===== config.mk =====
export PLATFORM = sky130hd
export DESIGN_NAME = nrbs_divider
export DESIGN_NICKNAME = d
export VERILOG_FILES = /design/src/hdl/nrbs_pkg.sv /design/src/hdl/nrbs_divider.sv
export SDC_FILE = /design/constraint.sdc
export NUM_CORES = 1
export LEC_CHECK = 0
export BUFFER_PORTS_ARGS = -buffer_cell sky130_fd_sc_hd__buf_2
export CORE_MARGIN = 4
export CORE_UTILIZATION = 45
export DETAILED_ROUTE_END_ITERATION = 6
export GPL_ROUTABILITY_DRIVEN = 1
export PLACE_DENSITY = 0.66
export SLEW_MARGIN = 20
export SYNTH_ARGS = -nofsm -noshare
export SYNTH_HDL_FRONTEND = slang
export SYNTH_SLANG_ARGS = --single-unit

===== constraint.sdc =====
create_clock -name clk -period 10 [get_ports clk]
set_clock_uncertainty 0.15 [all_clocks]
set_input_delay 1 -clock clk [delete_from_list [all_inputs] [get_ports clk]]
set_output_delay 1 -clock clk [all_outputs]
set_load 0.02 [all_outputs]

===== src/hdl/nrbs_pkg.sv =====
// Package for the nearest ray box/sphere hit unit: widths, sequencer states.
// Depends on nothing.
`timescale 1ns / 1ps
`default_nettype none
package nrbs_pkg;
  localparam int FRAC_BITS = 16;
  localparam int CFG_IDX_W = 3;
  localparam int CFG_DATA_W = 32;
  localparam logic [30:0] DIST_MAX = 31'h7FFF_FFFF;

  localparam logic [CFG_IDX_W-1:0] REG_OX = 3'd0;
  localparam logic [CFG_IDX_W-1:0] REG_OY = 3'd1;
  localparam logic [CFG_IDX_W-1:0] REG_OZ = 3'd2;
  localparam logic [CFG_IDX_W-1:0] REG_DX = 3'd3;
  localparam logic [CFG_IDX_W-1:0] REG_DY = 3'd4;
  localparam logic [CFG_IDX_W-1:0] REG_DZ = 3'd5;
  localparam logic [CFG_IDX_W-1:0] REG_RAD = 3'd6;

  typedef struct packed {
    logic        kind;
    logic [31:0] item_id;
    logic signed [31:0] box_min_x;
    logic signed [31:0] box_min_y;
    logic signed [31:0] box_min_z;
    logic signed [31:0] box_max_x;
    logic signed [31:0] box_max_y;
    logic signed [31:0] box_max_z;
    logic signed [31:0] sphere_centre_x;
    logic signed [31:0] sphere_centre_y;
    logic signed [31:0] sphere_centre_z;
    logic        last_item;
  } nrbs_in_t;

  typedef struct packed {
    logic        box_found;
    logic [30:0] box_distance;
    logic [31:0] box_id;
    logic        sphere_found;
    logic [30:0] sphere_distance;
    logic [31:0] sphere_id;
    logic signed [31:0] point_x;
    logic signed [31:0] point_y;
    logic signed [31:0] point_z;
  } nrbs_out_t;

  typedef enum logic [4:0] {
    S_IDLE, S_BAX, S_BDIV, S_BDIV_W, S_BNEXT, S_BDONE,
    S_SM, S_SMUL, S_SRR, S_SCHK, S_SSQ, S_SSQ_W, S_SDONE,
    S_UPD, S_PT, S_PT_W, S_OUT
  } nrbs_state_t;
endpackage
`default_nettype wire


===== src/hdl/nrbs_divider.sv =====
// Restoring signed divider, one quotient bit a cycle, truncates toward zero.
// Depends on nrbs_pkg.
`timescale 1ns / 1ps
`default_nettype none
module nrbs_divider (
  input  wire logic        clk,
  input  wire logic        rst,
  input  wire logic        start,
  input  wire logic signed [49:0] dividend,
  input  wire logic signed [17:0] divisor,
  output logic             done,
  output logic signed [50:0] quotient
);
  import nrbs_pkg::*;
  logic [49:0] num;
  logic [17:0] den;
  logic [18:0] rem;
  logic [5:0]  cnt;
  logic        busy;
  logic        neg;
  logic [19:0] trial;
  always_comb trial = {rem, num[49]} - {2'b0, den};
  always_ff @(posedge clk) begin
    if (rst) begin
      busy <= 1'b0;
      done <= 1'b0;
    end else begin
      done <= 1'b0;
      if (start) begin
        busy <= 1'b1;
        cnt  <= 6'd50;
        num  <= dividend[49] ? 50'(-dividend) : dividend;
        den  <= divisor[17] ? 18'(-divisor) : divisor;
        neg  <= dividend[49] ^ divisor[17];
        rem  <= '0;
      end else if (busy) begin
        if (!trial[19]) rem <= trial[18:0];
        else rem <= {rem[17:0], num[49]};
        num <= {num[48:0], ~trial[19]};
        cnt <= cnt - 6'd1;
        if (cnt == 6'd1) begin
          busy <= 1'b0;
          done <= 1'b1;
        end
      end
    end
  end
  always_comb quotient = neg ? -$signed({1'b0, num}) : $signed({1'b0, num});
endmodule
`default_nettype wire


# Yosys cells after proc, flatten, opt, wreduce, memory -nomap -nowiden

Index checks and enable logic that the tools add are counted.

Word-level logic and storage cells: 34
Input port bits: 71
Flip-flop bits (word level): 96
Output and inout port bits: 52

Mux-type cells: 12
Bitwise logic cells: 4
Add/subtract/negate cells: 5
Equality and inequality tests: 1
Reduce and logical (&&, ||, !) cells: 4

Operator list:

| cell                  | count |
|---|---|
| $mux W50              | 3 |
| $mux W51              | 1 |
| $neg A50 Y51          | 1 |
| $neg A50 Y50          | 1 |
| $mux W19              | 2 |
| $sub A20 B18 Y20      | 1 |
| $neg A18 Y18          | 1 |
| $mux W17              | 1 |
| $eq A6 B1 Y1 const B  | 1 |
| $mux W6               | 1 |
| $sub A6 B1 Y6 const B | 1 |
| $mux W1               | 4 |
| $reduce_and A2 Y1     | 2 |
| $not A1 Y1            | 3 |
| $reduce_or A3 Y1      | 1 |
| $reduce_bool A2 Y1    | 1 |
| $xor A1 B1 Y1         | 1 |

# Depth between registers and ports, before layout

Word-level depth: 4
Gate-level depth with buffers: 11
Mapped depth without buffers: 11

# Worst setup path before layout

OpenSTA, ideal clock, no wires.

Path kind: input port to flip-flop
Start: input start
End: register cnt[0] (enable)
Path slack: 4.806 ns
Cell stages on the path: 3
Required time: 9.340 ns
Arrival time: 4.534 ns
Library setup time: 0.510 ns
Path buffers: 1
Cells stage by stage: buf_1 nor2_1 nor2_1

Word-level cells in the longest chain between the ends: 2

RTL lines:

| item                         | RTL line           | text |
|---|---|---|
| start, declared              | nrbs_divider.sv:8  | `input wire logic start,` |
| $reduce_bool A2 Y1 (no line) | --                 |  |
| $reduce_and A2 Y1 (no line)  | --                 |  |
| end signal, assigned         | nrbs_divider.sv:40 | `cnt <= cnt - 6'd1;` |
| end, declared                | nrbs_divider.sv:18 | `logic [5:0] cnt;` |

Every way passes these cells.
A chain may end at the register's enable or synchronous reset.

# Final worst setup path

Start: register num[37]
End: output quotient[50]

Word-level cells in the longest chain between the ends: 2

RTL lines:

| item                   | RTL line           | text |
|---|---|---|
| start, declared        | nrbs_divider.sv:15 | `logic [49:0] num;` |
| start signal, assigned | nrbs_divider.sv:32 | `num <= dividend[49] ? 50'(-dividend) : dividend;` |
| start signal, assigned | nrbs_divider.sv:39 | `num <= {num[48:0], ~trial[19]};` |
| $neg A50 Y51           | nrbs_divider.sv:48 | `always_comb quotient = neg ? -$signed({1'b0, num}) : $signed({1'b0, num});` |
| $mux W51               | nrbs_divider.sv:48 |  |
| end, declared          | nrbs_divider.sv:12 | `output logic signed [50:0] quotient` |

Every way passes these cells.

==> summary.md <==
| Metric | Value |
|---|---|
| Status | `completed` |
| Worst reg2reg startpoint | `num[49]` |
| Reg2Reg Depth | `11` |
| EDFF count, synth | `94` |
| Share of layout cells above drive strength 1 | `0.181` |
| Routed WL per cell | `~16 µm` |
| Worst skew pair latency | `0.36 ns` |
| Max H-tree Level | `3` |
| Final std cells w/o fill | `1080` |
| Worst hold path depth | `1` |
| # IOs | `around 120` |
| P_leak | `3.06 nW` |
| Rel. slew slack | `0.392` |
| Post-layout util | `0.534` |
| Detailed-route via count | `5982` |
| Port Buffer Count | `around 120` |
| Layout fillers | `1446` |
| Total GRT Usage | `0.193` |
| Most frequent cells in the layout | `buf_2 (121), edfxtp_1 (94), xnor2_1 (82), nor2_1 (76), a21oi_1 (61)` |
| Maximum clock path buffer count | `2` |
| Worst Path Max Fanout | `4` |
| TritonCTS clock tree | `built` |
| Worst min-delay path class | `reg -> reg` |
| CP required | `about 8.9 ns` |
| Die Area | `around 18000 µm²` |
| Most common cell after layout, fill and taps aside | `buf_2` |
| Worst hold path startpoint | `busy` |
| Async SR Flop Fraction | `0` |
| Clock Pin Slew Worst Setup and Hold Paths | `roughly 0.07 ns` |
| Row cnt | `45` |
| Unrepaired setup endpoints after global routing | `false` |
| Remaining DRCs | `0` |
| Worst path max stage delay | `0.59 ns` |
| Buf/Inv on CP | `1` |
| Final antenna-violating net count | `0` |
| # setup viols final | `0` |
| Slew Viols, Final | `0` |
| Synth unique cells | `54` |
| Initial Util | `0.464` |
| Starting DRT DRC Count | `about 430` |
| Synth warnings | `0` |
| GRT overflow | `0` |
| Crit. End Element | `output pin` |
| VDD IR-drop max | `~0.083 mV` |
| Die Height | `between 100 and 150 µm` |
| Synthesized area | `about 7100 µm²` |
| Total Wirelength | `between 15000 and 20000 µm` |
| Critical path startpoint category | `flip-flop` |
| Vias/cell | `~5.5` |
| Critical path's most frequent cell | `or4_4` |
| Worst path depth | `7` |
| Initial antenna violation count | `0` |
| Fin nets | `959` |
| Final setup margin | `5.33 ns` |
| Chip Width | `about 130 µm` |
| Worst-Margin Slew | `0.913 ns` |
| Multi-input logic area | `roughly 4000 µm²` |
| Antenna cells | `0` |
| Post-DP HPWL | `~13000 µm` |
| Post-CTS setup buffer count | `0` |
| Register Area | `between 2000 and 3000 µm²` |
| Endpoints failing hold | `0` |
| Maxcap violations | `0` |
| Crit Path Class | `reg -> out` |
| Sequential fraction of the synthesis area | `0.402` |
| PD cells | `150 nW/µm²` |
| Slowest stage cell, crit path | `or4_4` |
| Crit-path leading delay family | `simple AND/OR/NAND/NOR gates` |
| Hold slack | `roughly 0.34 ns` |
| RePlAce Congestion | `about 0.85` |
| TritonRoute pass-1 iters | `7` |
| Tcrit/Tclk final | `0.467` |
| CTS root buf | `clkbuf_16` |
| CTS sink cnt | `96` |
| # hold bufs at CTS | `0` |
| Synth Instances | `between 700 and 800` |
| Core area | `about 15000 µm²` |
| Largest net degree at the start of global routing | `70` |
| Gates resized, CTS repair | `0` |
| First-pass GRT wire length | `around 28000 µm` |
| Syn avg cell area | `between 9 and 10 µm²` |
| Mapped Nets | `853` |
| Ys flop type | `edfxtp_1` |
| Dpl ws | `5.74 ns` |
| Fin crit period | `around 4.7 ns` |
| Final setup TNS | `0 ns` |
| Vias in the first global route | `~5600` |
| Area grow syn2layout | `15.1%` |
| Seq cells post-synth | `between 90 and 100` |
| Cts bufs inserted | `9` |
| Crit-path cells | `or4_4 > or4_4 > or4_4 > or3_4 > or4_4 > o31a_1 > buf_2` |
| Critical Path AT | `approximately 3.5 ns` |
| Placed cell count | `around 1100` |
| Critical Path Source | `num[37]` |
| Max Freq | `roughly 210 MHz` |
## metrics by stage
step	instance area (µm²)	total power, mW
2_1_floorplan	7130	0.789
3_3_place_gp	7920	0.889
3_5_place_dp	7920	0.892
4_1_cts	8200	1.24
5_1_grt	8200	1.30
6_report	8200	1.23
## power by group
group | internal (mW) | switching [mW]
sequential | 0.489 | 0.0276
combinational | 0.151 | 0.217
clock | 0.193 | 0.150
total | 0.833 | 0.395
## Yosys cell counts (all sizes together) (3+ instances only)
library cell / n / area [µm²]
and3: 6 / 37.5
xor2: 46 / 403
o41ai: 18 / 158
mux2i: 11 / 110
nor3: 11 / 55.1
nand4: 3 / 18.8
nand2b: 7 / 43.8
xnor2: 82 / 718
a21o: 6 / 45.0
and2: 4 / 25.0
o31ai: 34 / 255
inv: 32 / 120
o21bai: 4 / 30.0
buf: 6 / 26.3
or2: 5 / 31.3
edfxtp: 94 / 2820
nor4: 5 / 37.5
clkbuf: 25 / 93.8
o2111ai: 3 / 26.3
nor2: 77 / 289
a21oi: 61 / 305
o21ai: 52 / 264
nand2: 52 / 195
nor2b: 4 / 25.0
or4: 22 / 180
or3: 17 / 111
ha: 23 / 288
o22ai: 5 / 31.3
nand3: 10 / 50.1
mux2: 7 / 78.8
## worst reg2reg max path, delay by kind of cell (launching register included)
family          cells  cell delay (ns)
flops               1             0.47
buf+inv             2             0.18
fa+ha+maj           2             0.58
compound gates      7             2.39
## logic make-up (layout without fill, tap and decap cells)
family          Yosys count  in the layout  synth area share
compound gates          201            201             0.177
mux                      18             18            0.0265
flops                    96             96             0.402
simple gates            228            228             0.160
buf+inv                  63            174            0.0337
xor+xnor                128            128             0.157
fa+ha+maj                24             24            0.0432
## layer usage
metal  vias up  GRT usage  part of all wire
li1       3003          -                 -
met1      2796      0.255              0.46
met2       164      0.324              0.47
met3        19     0.0353             0.057
met4         0     0.0560             0.017
met5         -          0                 0
## final timing paths
check / endpoint / slack [ns]
hold / removal: done / 0.34
setup reg to reg: rem[16] / 5.92
setup / recovery: quotient[50] / 5.33
hold reg to reg: done / 0.34
## registers in the layout, indices dropped and copies added, names as in the netlist
| register | flops |
|---|---|
| busy | 1 |
| cnt | 6 |
| neg | 1 |
| rem | 19 |
| done | 1 |
| den | 18 |
| num | 50 |
## layout make-up
cell class                 count  area share
multi-input combinational    599       0.492
tap                          211      0.0322
clock buffer                  12      0.0288
timing repair buffer         126      0.0784
inverter                      32      0.0146
clock inverter                 4     0.00549
sequential                    96       0.349
(Power assumes the default switching activity.)
