--- config.mk ---
export PLATFORM = sky130hd
export DESIGN_NAME = nrbs_sqrt
export DESIGN_NICKNAME = d
export VERILOG_FILES = /design/src/hdl/nrbs_pkg.sv /design/src/hdl/nrbs_sqrt.sv
export SDC_FILE = /design/constraint.sdc
export NUM_CORES = 1
export LEC_CHECK = 0
export BUFFER_PORTS_ARGS = -buffer_cell sky130_fd_sc_hd__buf_2
export CORE_MARGIN = 2
export CORE_UTILIZATION = 45
export CTS_CLUSTER_DIAMETER = 100
export DETAILED_ROUTE_END_ITERATION = 6
export HOLD_SLACK_MARGIN = 0.03
export SLEW_MARGIN = 20
export SYNTH_ARGS = -nofsm -noshare
export SYNTH_HDL_FRONTEND = slang
export SYNTH_SLANG_ARGS = --single-unit
--- constraint.sdc ---
create_clock -name clk -period 38.7 [get_ports clk]
set_input_delay 1.935 -clock clk [delete_from_list [all_inputs] [get_ports clk]]
set_output_delay 1.935 -clock clk [all_outputs]
set_load 0.05 [all_outputs]
--- src/hdl/nrbs_pkg.sv ---
// Package for the nearest ray box/sphere hit unit: widths, sequencer states.
// Depends on nothing.
`timescale 1ns / 1ps
`default_nettype none
package nrbs_pkg;
  localparam int FRAC_BITS = 16;
  localparam int CFG_IDX_W = 3;
  localparam int CFG_DATA_W = 32;
  localparam logic [30:0] DIST_MAX = 31'h7FFF_FFFF;

  localparam logic [CFG_IDX_W-1:0] REG_OX = 3'd0;
  localparam logic [CFG_IDX_W-1:0] REG_OY = 3'd1;
  localparam logic [CFG_IDX_W-1:0] REG_OZ = 3'd2;
  localparam logic [CFG_IDX_W-1:0] REG_DX = 3'd3;
  localparam logic [CFG_IDX_W-1:0] REG_DY = 3'd4;
  localparam logic [CFG_IDX_W-1:0] REG_DZ = 3'd5;
  localparam logic [CFG_IDX_W-1:0] REG_RAD = 3'd6;

  typedef struct packed {
    logic        kind;
    logic [31:0] item_id;
    logic signed [31:0] box_min_x;
    logic signed [31:0] box_min_y;
    logic signed [31:0] box_min_z;
    logic signed [31:0] box_max_x;
    logic signed [31:0] box_max_y;
    logic signed [31:0] box_max_z;
    logic signed [31:0] sphere_centre_x;
    logic signed [31:0] sphere_centre_y;
    logic signed [31:0] sphere_centre_z;
    logic        last_item;
  } nrbs_in_t;

  typedef struct packed {
    logic        box_found;
    logic [30:0] box_distance;
    logic [31:0] box_id;
    logic        sphere_found;
    logic [30:0] sphere_distance;
    logic [31:0] sphere_id;
    logic signed [31:0] point_x;
    logic signed [31:0] point_y;
    logic signed [31:0] point_z;
  } nrbs_out_t;

  typedef enum logic [4:0] {
    S_IDLE, S_BAX, S_BDIV, S_BDIV_W, S_BNEXT, S_BDONE,
    S_SM, S_SMUL, S_SRR, S_SCHK, S_SSQ, S_SSQ_W, S_SDONE,
    S_UPD, S_PT, S_PT_W, S_OUT
  } nrbs_state_t;
endpackage
`default_nettype wire

--- src/hdl/nrbs_sqrt.sv ---
// Bit-serial integer square root of a 128-bit value, one result bit a cycle.
// Depends on nrbs_pkg.
`timescale 1ns / 1ps
`default_nettype none
module nrbs_sqrt (
  input  wire logic         clk,
  input  wire logic         rst,
  input  wire logic         start,
  input  wire logic [127:0] radicand,
  output logic              done,
  output logic [63:0]       root
);
  import nrbs_pkg::*;
  logic [127:0] x;
  logic [65:0]  rem;
  logic [6:0]   cnt;
  logic         busy;
  logic [67:0]  trial;
  logic [65:0]  shifted;
  always_comb begin
    shifted = {rem[63:0], x[127:126]};
    trial = {2'b0, shifted} - {2'b0, root, 2'b01};
  end
  always_ff @(posedge clk) begin
    if (rst) begin
      busy <= 1'b0;
      done <= 1'b0;
    end else begin
      done <= 1'b0;
      if (start) begin
        busy <= 1'b1;
        cnt  <= 7'd64;
        x    <= radicand;
        rem  <= '0;
        root <= '0;
      end else if (busy) begin
        x <= {x[125:0], 2'b00};
        if (!trial[67]) begin
          rem  <= trial[65:0];
          root <= {root[62:0], 1'b1};
        end else begin
          rem  <= shifted;
          root <= {root[62:0], 1'b0};
        end
        cnt <= cnt - 7'd1;
        if (cnt == 7'd1) begin
          busy <= 1'b0;
          done <= 1'b1;
        end
      end
    end
  end
endmodule
`default_nettype wire
Yosys cells after proc, flatten, opt, wreduce, memory -nomap -nowiden --
Cells that the tools add are included.
Storage, ports and cells: register bits after elaboration 265, input bits 131, output and inout bits 65
Cells by class: $add $sub $neg 2, equal/unequal tests 1, muxes and demuxes 11, bitwise operators 2, reduce and logical (&&, ||, !) cells 3
Operator list (count):
- 128-bit 2-to-1 mux | 2
- 64-bit 2-to-1 mux | 3
- 66-bit by 66-bit subtractor with 67-bit output | 1
- 7-bit by 1-bit == test with 1-bit output, second input constant | 1
- 7-bit 2-to-1 mux | 1
- 7-bit by 1-bit subtractor with 7-bit output, second input constant | 1
- 1-bit 2-to-1 mux | 5
- 3-bit OR reduction | 1
- 1-bit inverter | 2
- 2-bit AND reduction | 1
- 2-bit nonzero test | 1

Logic depth before layout (Yosys ltp) --
Gate-level depths: netlist of run 1.
word-level depth 4, depth in mapped cells 15

Worst setup path after synthesis of run 1 --
No wires, ideal clock.
path kind input to register, from input start, to register busy, library setup time 0.132 ns, data arrival time 13.994 ns, data required time 38.568 ns, setup slack 24.574 ns, stages on the path 4, buffers on the path 1, path through clkbuf_1 > nor2_1 > nor2_1 > and2_1
Between the ends: word-level cells in the longest chain between the ends 1
Ends and longest elaborated chain:
- from (decl) | line nrbs_sqrt.sv:8 | input wire logic start,
- 1-bit 2-to-1 mux | line nrbs_sqrt.sv:30 | if (start) begin
- to (signal assigned) | line nrbs_sqrt.sv:26 | busy <= 1'b0;
- to (signal assigned) | line nrbs_sqrt.sv:31 | busy <= 1'b1;
- to (signal assigned) | line nrbs_sqrt.sv:47 | busy <= 1'b0;
- to (decl) | line nrbs_sqrt.sv:17 | logic busy;
Every way passes these cells. A chain may end at the register's enable or synchronous reset.

Final worst setup path of run 1 --
from register rem[31], to register rem[32] (data pin)
Between the ends: word-level cells in the longest chain between the ends 3
Ends and longest elaborated chain:
- from (decl) | line nrbs_sqrt.sv:15 | logic [65:0] rem;
- from (signal assigned) | line nrbs_sqrt.sv:39 | rem <= trial[65:0];
- from (signal assigned) | line nrbs_sqrt.sv:42 | rem <= shifted;
- 66-bit by 66-bit subtractor with 67-bit output | line nrbs_sqrt.sv:22 | trial = {2'b0, shifted} - {2'b0, root, 2'b01};
- 64-bit 2-to-1 mux | line nrbs_sqrt.sv:38 | if (!trial[67]) begin
- 64-bit 2-to-1 mux | line nrbs_sqrt.sv:36 | end else if (busy) begin
Every way passes these cells. The select of a mux whose other input is x is not followed.

==> results of run 1 <==
==> cell families after synthesis <==
family,after synthesis
AND/OR/NAND/NOR,375
AO/OA/AOI/OAI,297
flip-flops,265
buffers and inverters,153
multiplexers,126
adder cells (fa/ha/maj),67
XOR/XNOR,54
==> placed cells by master (no fill, tap or decap), types with 7 or more instances in the layout <==
cell type | netlist | layout
sky130_fd_sc_hd__and2_1 | 8 | 8
sky130_fd_sc_hd__xor2_1 | 25 | 25
sky130_fd_sc_hd__clkinv_1 | 0 | 7
sky130_fd_sc_hd__o21bai_1 | 11 | 11
sky130_fd_sc_hd__nor2_1 | 125 | 124
sky130_fd_sc_hd__a21o_1 | 33 | 33
sky130_fd_sc_hd__o21a_1 | 11 | 11
sky130_fd_sc_hd__and3_1 | 9 | 9
sky130_fd_sc_hd__a211oi_1 | 16 | 16
sky130_fd_sc_hd__o21ai_0 | 40 | 40
sky130_fd_sc_hd__clkbuf_16 | 0 | 30
sky130_fd_sc_hd__edfxtp_1 | 263 | 263
sky130_fd_sc_hd__o211ai_1 | 8 | 8
sky130_fd_sc_hd__buf_2 | 19 | 194
sky130_fd_sc_hd__nand3_1 | 20 | 20
sky130_fd_sc_hd__ha_1 | 67 | 67
sky130_fd_sc_hd__xnor2_1 | 29 | 29
sky130_fd_sc_hd__mux2_2 | 126 | 126
sky130_fd_sc_hd__inv_1 | 88 | 88
sky130_fd_sc_hd__a21oi_1 | 122 | 122
sky130_fd_sc_hd__nor3_1 | 11 | 11
sky130_fd_sc_hd__nand2_1 | 144 | 144
sky130_fd_sc_hd__or3_1 | 9 | 9
sky130_fd_sc_hd__nand4_1 | 25 | 25
==> worst register-to-register path, stage by stage (launching register included) <==
cell,delay [ns]
sky130_fd_sc_hd__edfxtp_1,0.42
sky130_fd_sc_hd__ha_1,0.47
sky130_fd_sc_hd__nand4_1,0.23
sky130_fd_sc_hd__nor3_2,0.33
sky130_fd_sc_hd__nand3_1,0.13
sky130_fd_sc_hd__o21ai_0,0.31
sky130_fd_sc_hd__o21ai_1,0.14
sky130_fd_sc_hd__a21oi_2,0.18
sky130_fd_sc_hd__nor2_1,0.11
sky130_fd_sc_hd__a31oi_4,0.51
sky130_fd_sc_hd__buf_4,0.66
sky130_fd_sc_hd__nor2_1,0.11
sky130_fd_sc_hd__a211oi_1,0.31
==> cell type report <==
type	count	area [um2]
clock inverters	23	268
flip-flops and latches	265	7940
diodes	1	2.50
multi-input cells	919	6290
well taps	442	553
clock buffers	33	762
inverters	88	330
repair buffers	201	1080
fillers	2920	15200
==> power groups by stage <==
stage               combinational (mW)  clock [mW]  sequential [mW]
CTS                              0.180       0.305            0.353
detailed placement               0.179           0            0.359
global placement                 0.178           0            0.358
global route                     0.201       0.315            0.355
finish                           0.180       0.297            0.353
floorplan                        0.124           0            0.376
==> registers in the layout, indices dropped and copies added, names as in the netlist <==
signal and flops:
busy 1, cnt 7, done 1, rem 64, root 64, x 128
==> stage by stage <==
step | setup slack [ns] | area [um2] | hold WS [ns] | util, % | total power [mW]
after CTS | 34.65 | 17200 | 0.481 | 53.0 | 0.838
final | 34.60 | 17200 | 0.476 | 53.1 | 0.829
after global routing | 34.35 | 17200 | 0.492 | 53.0 | 0.871
after global placement | 34.46 | 16200 | 0.466 | 49.8 | 0.536
after floorplan | 24.57 | 14800 | 0.454 | - | 0.500
after detailed placement | 34.46 | 16200 | 0.472 | 49.8 | 0.538
==> per-layer routing <==
metal / share of wire, % / routed length, um / vias up / track usage, %
met4: 2.3 / 741 / 6 / 4.54
met5: 0.10 / 34 / - / 0
met1: 45 / 14600 / 4906 / 24.9
met3: 7.2 / 2360 / 55 / 5.70
li1: - / - / 5239 / -
met2: 46 / 15000 / 238 / 31.0
==> how the worst max path moves through the flow <==
stage                     to  slack (ns)  depth (start not counted)
floorplan               busy       24.57                          4
global placement    root[40]       34.46                          4
detailed placement   rem[26]       34.46                          4
CTS                  rem[32]       34.65                         12
global route         rem[62]       34.35                         13
finish               rem[32]       34.60                         12
==> results.md, run 1 <==
Floorplan:
- In this run the core area contains 66 standard-cell rows.
- Once the floorplan was initialized, standard cells occupied 45.6% of the core.
- Measured along the x axis, the die boundary spans 185 um.
- The die outline area is 34400 um2.
- The die is 185 um tall.
- The I/O pin count is 196.
- The placeable core region is 32500 um2.

Synthesis:
- The number of register bits inferred by synthesis is 265.
- The main combinational cell family by area after synthesis is compound AO/OA/AOI/OAI gates.
- The leading register cell type out of synthesis is sky130_fd_sc_hd__edfxtp_1.
- The most frequent cell after synthesis is sky130_fd_sc_hd__edfxtp_1.
- By count the netlist is led by sky130_fd_sc_hd__edfxtp_1 (263), sky130_fd_sc_hd__nand2_1 (144), sky130_fd_sc_hd__mux2_2 (126).
- In this run, synthesis inferred 263 flip-flops with an integrated enable.
- The simple-gate share of the synthesized area is 11.3%.
- Counting flops with an async set or reset pin after synthesis yields a share of 0%.
- The share of cell area taken by muxes after synthesis is 9.58%.
- The number of different library cells in the post-synthesis netlist is 65.
- The synthesized design devotes to its leading area cell type 53.3% of total area.
- The synthesized instance count is 1337.
- In the post-synthesis netlist, the biggest area contributors are sky130_fd_sc_hd__edfxtp_1 (53%), sky130_fd_sc_hd__mux2_2 (9.6%), sky130_fd_sc_hd__ha_1 (5.7%).
- The number of synthesis warnings is 0.
- Each instance of the synthesized netlist takes up on average 11.1 um2.
- The synthesized netlist occupies a cell area of 14800 um2.
- Synthesis produced a netlist with a net count of 1535.
- The synthesized-area fraction occupied by adder cells is 5.66%.
- The sequential-to-total area share from yosys stat is 53.6%.
- The share of the synthesized area in compound gates (AO/OA/AOI/OAI) is 12.6%.
- The synthesized design spends more area on one cell type than any other, namely sky130_fd_sc_hd__edfxtp_1.
- The xor/xnor cell area share of the yosys netlist is 3.19%.

Clock tree:
- The H-tree depth is 1.
- The number of buffers added by the clock tree synthesis step is 30.
- Buffers inserted to repair hold after CTS numbered 0.
- The post-cts resize count is 0.
- Clock tree synthesis selected as its root buffer the cell sky130_fd_sc_hd__clkbuf_16.
- For the worst-skew pair, the clock arrives at the later sink with an insertion delay of 0.59 ns.
- The maximum buffer depth of the clock tree is 3.
- Once the clock tree was built, the setup fixing pass inserted 0 buffers.
- The register clock-pin slew on the reported worst setup and hold paths is 0.06 ns.
- The tree built by TritonCTS fans out to 265 sinks.
- TritonCTS built the clock tree.

STA:
- Timing would allow up to 244 MHz.
- The post-route clock period utilization is 10.6%.
- Setup violations remaining at the end of the flow were counted as 0.
- The number of pins exceeding their max-slew limit in the final report was 0.
- The final hold violation count is 0.
- The post-layout minimum cycle time is 4.10 ns.
- Summed over all failing endpoints, the final setup total negative slack is 0 ns.
- Setup repair after global routing left no endpoint under its margin.
- The remaining max-slew budget at the tightest pin is 42.8%.
- Clock skew on the completed layout was measured at 0.0470 ns.
- The worst-margin pin slew is 0.858 ns.

Worst setup path:
- STA puts the critical path data arrival time at 4.45 ns.
- The maximum fanout along the worst path is 59.
- The signal on the critical path passes through ha_1 > nand4_1 > nor3_2 > nand3_1 > o21ai_0 > o21ai_1 > a21oi_2 > nor2_1 > a31oi_4 > buf_4 > nor2_1 > a211oi_1.
- Measured in cells, the most critical reg-to-reg path has a length of 12.
- Counting stages on the worst path, the most repeated cell is sky130_fd_sc_hd__nor2_1.
- At the worst endpoint, the required time is 39.05 ns.
- On the critical path, the stage with the largest delay is an instance of sky130_fd_sc_hd__buf_4.
- The worst register-to-register path begins at rem[31].
- The type of the setup path with the least slack is reg2reg.
- The worst register-to-register path ends at rem[32].
- The critical path launch point is rem[31].
- The largest stage delay on the critical path is 0.66 ns.
- The kind of start point of the critical path is a flop.
- The setup check on the worst reg-to-reg path leaves a slack of 34.60 ns.
- Counting both buffers and inverters, the worst setup path holds a total of 1.
- The element type at the critical path end is a flop.
- Grouping stages by cell kind, the critical path spends the most delay in compound AO/OA/AOI/OAI gates.

Detailed routing:
- The routed design has 32700 um of wire.
- For this block, the initial DRC count from the detailed router was 692.
- The first TritonRoute pass finished after 5 iterations.
- In this run the remaining antenna-violating nets after routing total 0.
- In the routed design, unresolved DRC markers number 0.
- Using the TritonRoute via totals, the vias-per-cell ratio works out to 5.30.
- The total vias in the final route is 10400.
- The average wire per cell in the routed design is 16.6 um.

Place:
- The cell total after placement is 1914.
- The number of port buffers is 195.
- The final weighted congestion of routability-driven global placement is 0.846.
- The post-DP HPWL is 21900 um.

Global route:
- The total global-route track usage is 19.0%.
- The wire length of the first global-routing pass is 52900 um.
- Entering global routing, the biggest net connects 204 pins.
- The total overflow left after global routing is 0.
- The via count of the first global-routing pass came to 10500.
- The initial antenna violation count is 4.

Pwr:
- Of the total power, the share spent switching nets is 29.2%.
- The leakage power of the design is 6.89 nW.
- The power density of the placed cells is 48.2 nW/um2.
- The power share of the combinational group is 21.7%.
- The share of total power dissipated in the clock network is 35.8%.
- In this run the power spent charging and discharging nets is 0.242 mW.
- The sequential share of power is 42.5%.
- The total internal power is 0.587 mW.
- The maximum VDD drop is 0.0386 mV.

Final layout:
- Excluding fillers, the count of instances in the completed layout stands at 1972.
- The post-synthesis to final-layout area growth is 16.3%.
- The fraction of layout cells with a size suffix above 1 is 25.0%.
- The number of nets in the final layout is 1703.

Worst hold path:
- The class of the worst hold path is reg2reg.
- The endpoint with the worst hold slack is done.
- The worst hold path cell count is 1.
- The worst hold path begins at busy.

Flow run:
- The number of maximum-capacitance violations is 0.

Outcome:
- The flow ran to the end, and the final reports show no timing, DRC or antenna violations.
Power figures use the tool's default switching activity.
==> inputs of run 2 (changes only) <==
==> constraint.sdc (replaced) <==
create_clock -name clk -period 4 [get_ports clk]
set_input_delay 0.2 -clock clk [delete_from_list [all_inputs] [get_ports clk]]
set_output_delay 0.2 -clock clk [all_outputs]
set_load 0.05 [all_outputs]
==> results.md, run 2 (synthesized netlist as in run 1, its figures left out) <==
Detailed routing:
- The post-route antenna net violation count came to 0 (unchanged).
- The iteration-0 DRC count of the detailed router is 704 (was 692).
- The total DRC errors in the routed layout is 0 (unchanged).
- The iteration count of the initial detailed-routing pass is 5 (unchanged).
- The total vias in the final route is 11000 (was 10400).
- The average wire per cell in the routed design was 16.7 um (was 16.6 um).
- The detail-routed via count per cell was 5.23 (was 5.30).
- The routed wire length was 35300 um (was 32700 um).

Worst setup path:
- The maximum fanout along the worst path was 4 (was 59).
- The register-to-register path setup slack is 0.34 ns (was 34.60 ns).
- The critical path launch point is root[2] (was rem[31]).
- The type of the setup path with the least slack is reg2reg (unchanged).
- The kind of start point of the critical path is a flop (unchanged).
- The end point of the critical path was rem[56] (was rem[32]).
- Sequence of cells on the critical path: inv_1 > ha_1 > and2_1 > a221oi_1 > a21boi_0 > o31ai_1 > a211oi_1 > o21ai_0 > a311oi_1 > or3_1 > nand3_1 > a21oi_1 (was ha_1 > nand4_1 > nor3_2 > nand3_1 > o21ai_0 > o21ai_1 > a21oi_2 > nor2_1 > a31oi_4 > buf_4 > nor2_1 > a211oi_1).
- The number of cells traversed by the worst register-to-register path is 12 (unchanged).
- The critical path required time is 4.30 ns (was 39.05 ns).
- The critical register-to-register path startpoint is root[2] (was rem[31]).
- The data arrival time of the critical path is 3.96 ns (was 4.45 ns).
- The largest stage delay on the critical path was 0.49 ns (was 0.66 ns).
- The end of the worst register-to-register path is rem[56] (was rem[32]).
- The element type at the critical path end is a flop (unchanged).
- The cell with the biggest individual delay on the critical path is sky130_fd_sc_hd__o31ai_1 (was sky130_fd_sc_hd__buf_4).

STA:
- The final setup violation count is 0 (unchanged).
- The maximum clock rate is 273 MHz (was 244 MHz).
- The maximum clock skew at final layout is 0.0205 ns (was 0.0470 ns).
- The final hold violation count came to 0 (unchanged).
- The post-layout minimum cycle time is 3.66 ns (was 4.10 ns).
- The worst-margin pin slew was 0.838 ns (was 0.858 ns).
- The post-route clock period utilization is 91.5% (was 10.6%).
- The number of pins exceeding their max-slew limit in the final report came to 0 (unchanged).
- The remaining max-slew budget at the tightest pin is 44.2% (was 42.8%).
- RSZ-0062 raised after global routing: false (unchanged).

Worst hold path:
- The class of the worst hold path is in2reg (was reg2reg).

Pwr:
- The leakage power of the design is 7.50 nW (was 6.89 nW).
- The power density of the placed cells is 439 nW/um2 (was 48.2 nW/um2).
- The total design power is 8.17 mW (was 0.829 mW).
- The maximum VDD drop is 0.350 mV (was 0.0386 mV).

Outcome:
- Result of the run: finished, final reports clean (unchanged).

Final layout:
- The filler cell count came to 2757 (was 2920).
- The core occupancy in the finished layout is 57.3% (was 53.1%).
- The fraction of layout cells with a size suffix above 1 came to 23.7% (was 25.0%).
- The leading cell type in the layout, fill and taps excluded is sky130_fd_sc_hd__edfxtp_1 (unchanged).
- The register with the highest flop count is x (unchanged).
- The number of nets in the final layout is 1842 (was 1703).
- Largest registers ranked by flip-flop count: x x128, rem x64, root x64 (unchanged).
- Commonest non-fill, non-tap cells in the layout: sky130_fd_sc_hd__edfxtp_1 (263), sky130_fd_sc_hd__buf_2 (194), sky130_fd_sc_hd__nand2_1 (144) (unchanged).
- The number of non-filler instances in the completed layout came to 2110 (was 1972).
- The post-synthesis to final-layout area growth came to 25.6% (was 16.3%).
- The flip-flop count of the largest register after layout was 128 (unchanged).

Floorplan:
- The die outline area is 34400 um2 (unchanged).
- The number of cell rows is 66 (unchanged).
- The starting density of the core is 45.6% (unchanged).
- The height of the die came to 185 um (unchanged).
- The I/O pin count came to 196 (unchanged).
- The floorplan die width is 185 um (unchanged).
- The placeable core region is 32500 um2 (unchanged).

Global route:
- The initial antenna violation count was 2 (was 4).
- The overall overflow remaining after global route is 0 (unchanged).
- The largest net degree at the start of global routing is 133 (was 204).
- The wire length of the first global-routing pass was 57600 um (was 52900 um).
- The total global-route track usage is 20.8% (was 19.0%).
- The via count of the first global-routing pass is 11300 (was 10500).

Place:
- The final weighted congestion of routability-driven global placement is 0.868 (was 0.846).
- The number of port buffers was 195 (unchanged).
- The post-DP HPWL is 22500 um (was 21900 um).
- The cell total after placement was 1925 (was 1914).

Clock tree:
- The number of buffers added by the clock tree synthesis step is 30 (unchanged).
- The number of sinks driven by the clock tree was 265 (unchanged).
- The maximum buffer depth of the clock tree is 3 (unchanged).
- The clock tree from TritonCTS is built (unchanged).
- The register clock-pin slew on the reported worst setup and hold paths is 0.06 ns (about the same).
- The clock network latency to the later pin of the worst-skew pair is 0.57 ns (was 0.59 ns).
- The H-tree depth came to 1 (unchanged).
- The post-cts resize count is 0 (unchanged).
- The root buffer selected by CTS is sky130_fd_sc_hd__clkbuf_16 (unchanged).

Flow run:
- The number of maximum-capacitance violations is 0 (unchanged).
run 2: report_power, final:
part	switching (mW)	total [mW]	leakage, nW	internal [mW]
Sequential	0.0836	3.41	2.56	3.33
Clock	1.13	2.87	0.503	1.74
Combinational	1.13	1.89	4.43	0.766
run 2: layout make-up:
type                            count  area, um2  area share [%]
Antenna cell                        2       5.00          0.0269
Tap cell                          442        553            2.97
Clock buffer                       41        853            4.59
Inverter                           88        330            1.78
Timing Repair Buffer              340       2460            13.2
Sequential cell                   265       7940            42.7
Multi-Input combinational cell    919       6300            33.8
Clock inverter                     13        169           0.908
run 2: worst max-delay path: cells and delay by family, from the launching register on:
kind	cells	cell delay [ns]
compound gates	7	2.03
simple gates	3	0.62
flops	1	0.38
fa+ha+maj	1	0.27
buf+inv	1	0.10
run 2: worst min path at each step:
stage,start,end,slack (ns),cells past startpoint
6_report,start,root[12],0.15,2
5_1_grt,start,root[10],0.19,2
4_1_cts,start,root[20],0.18,2
3_5_place_dp,rst,done,0.42,2
3_3_place_gp,rst,done,0.42,2
2_1_floorplan,rst,done,0.28,1
run 2: metrics by stage:
stage / setup TNS [ns] / area [um2] / setup WS (ns) / hold WS (ns)
2_1_floorplan: -178.17 / 14800 / -0.675 / 0.276
3_3_place_gp: 0 / 16300 / 0.365 / 0.422
3_5_place_dp: 0 / 16300 / 0.368 / 0.423
4_1_cts: 0 / 18600 / 0.317 / 0.183
5_1_grt: 0 / 18600 / 0.0524 / 0.187
6_report: 0 / 18600 / 0.341 / 0.150
run 2: per-layer routing:
metal,vias to the layer above,track usage [%],share of wire [%]
li1,5519,-,-
met1,5246,26.6,45
met2,239,36.4,49
met3,40,4.44,5.5
met4,0,3.87,1.3
met5,-,0,0
run 2: timing repair:
item                                    4_1_cts  5_1_grt
endpoints found under the setup margin        0        0
setup buffers                                 0        0
hold buffers                                129        0
hold endpoints to repair                    129        0
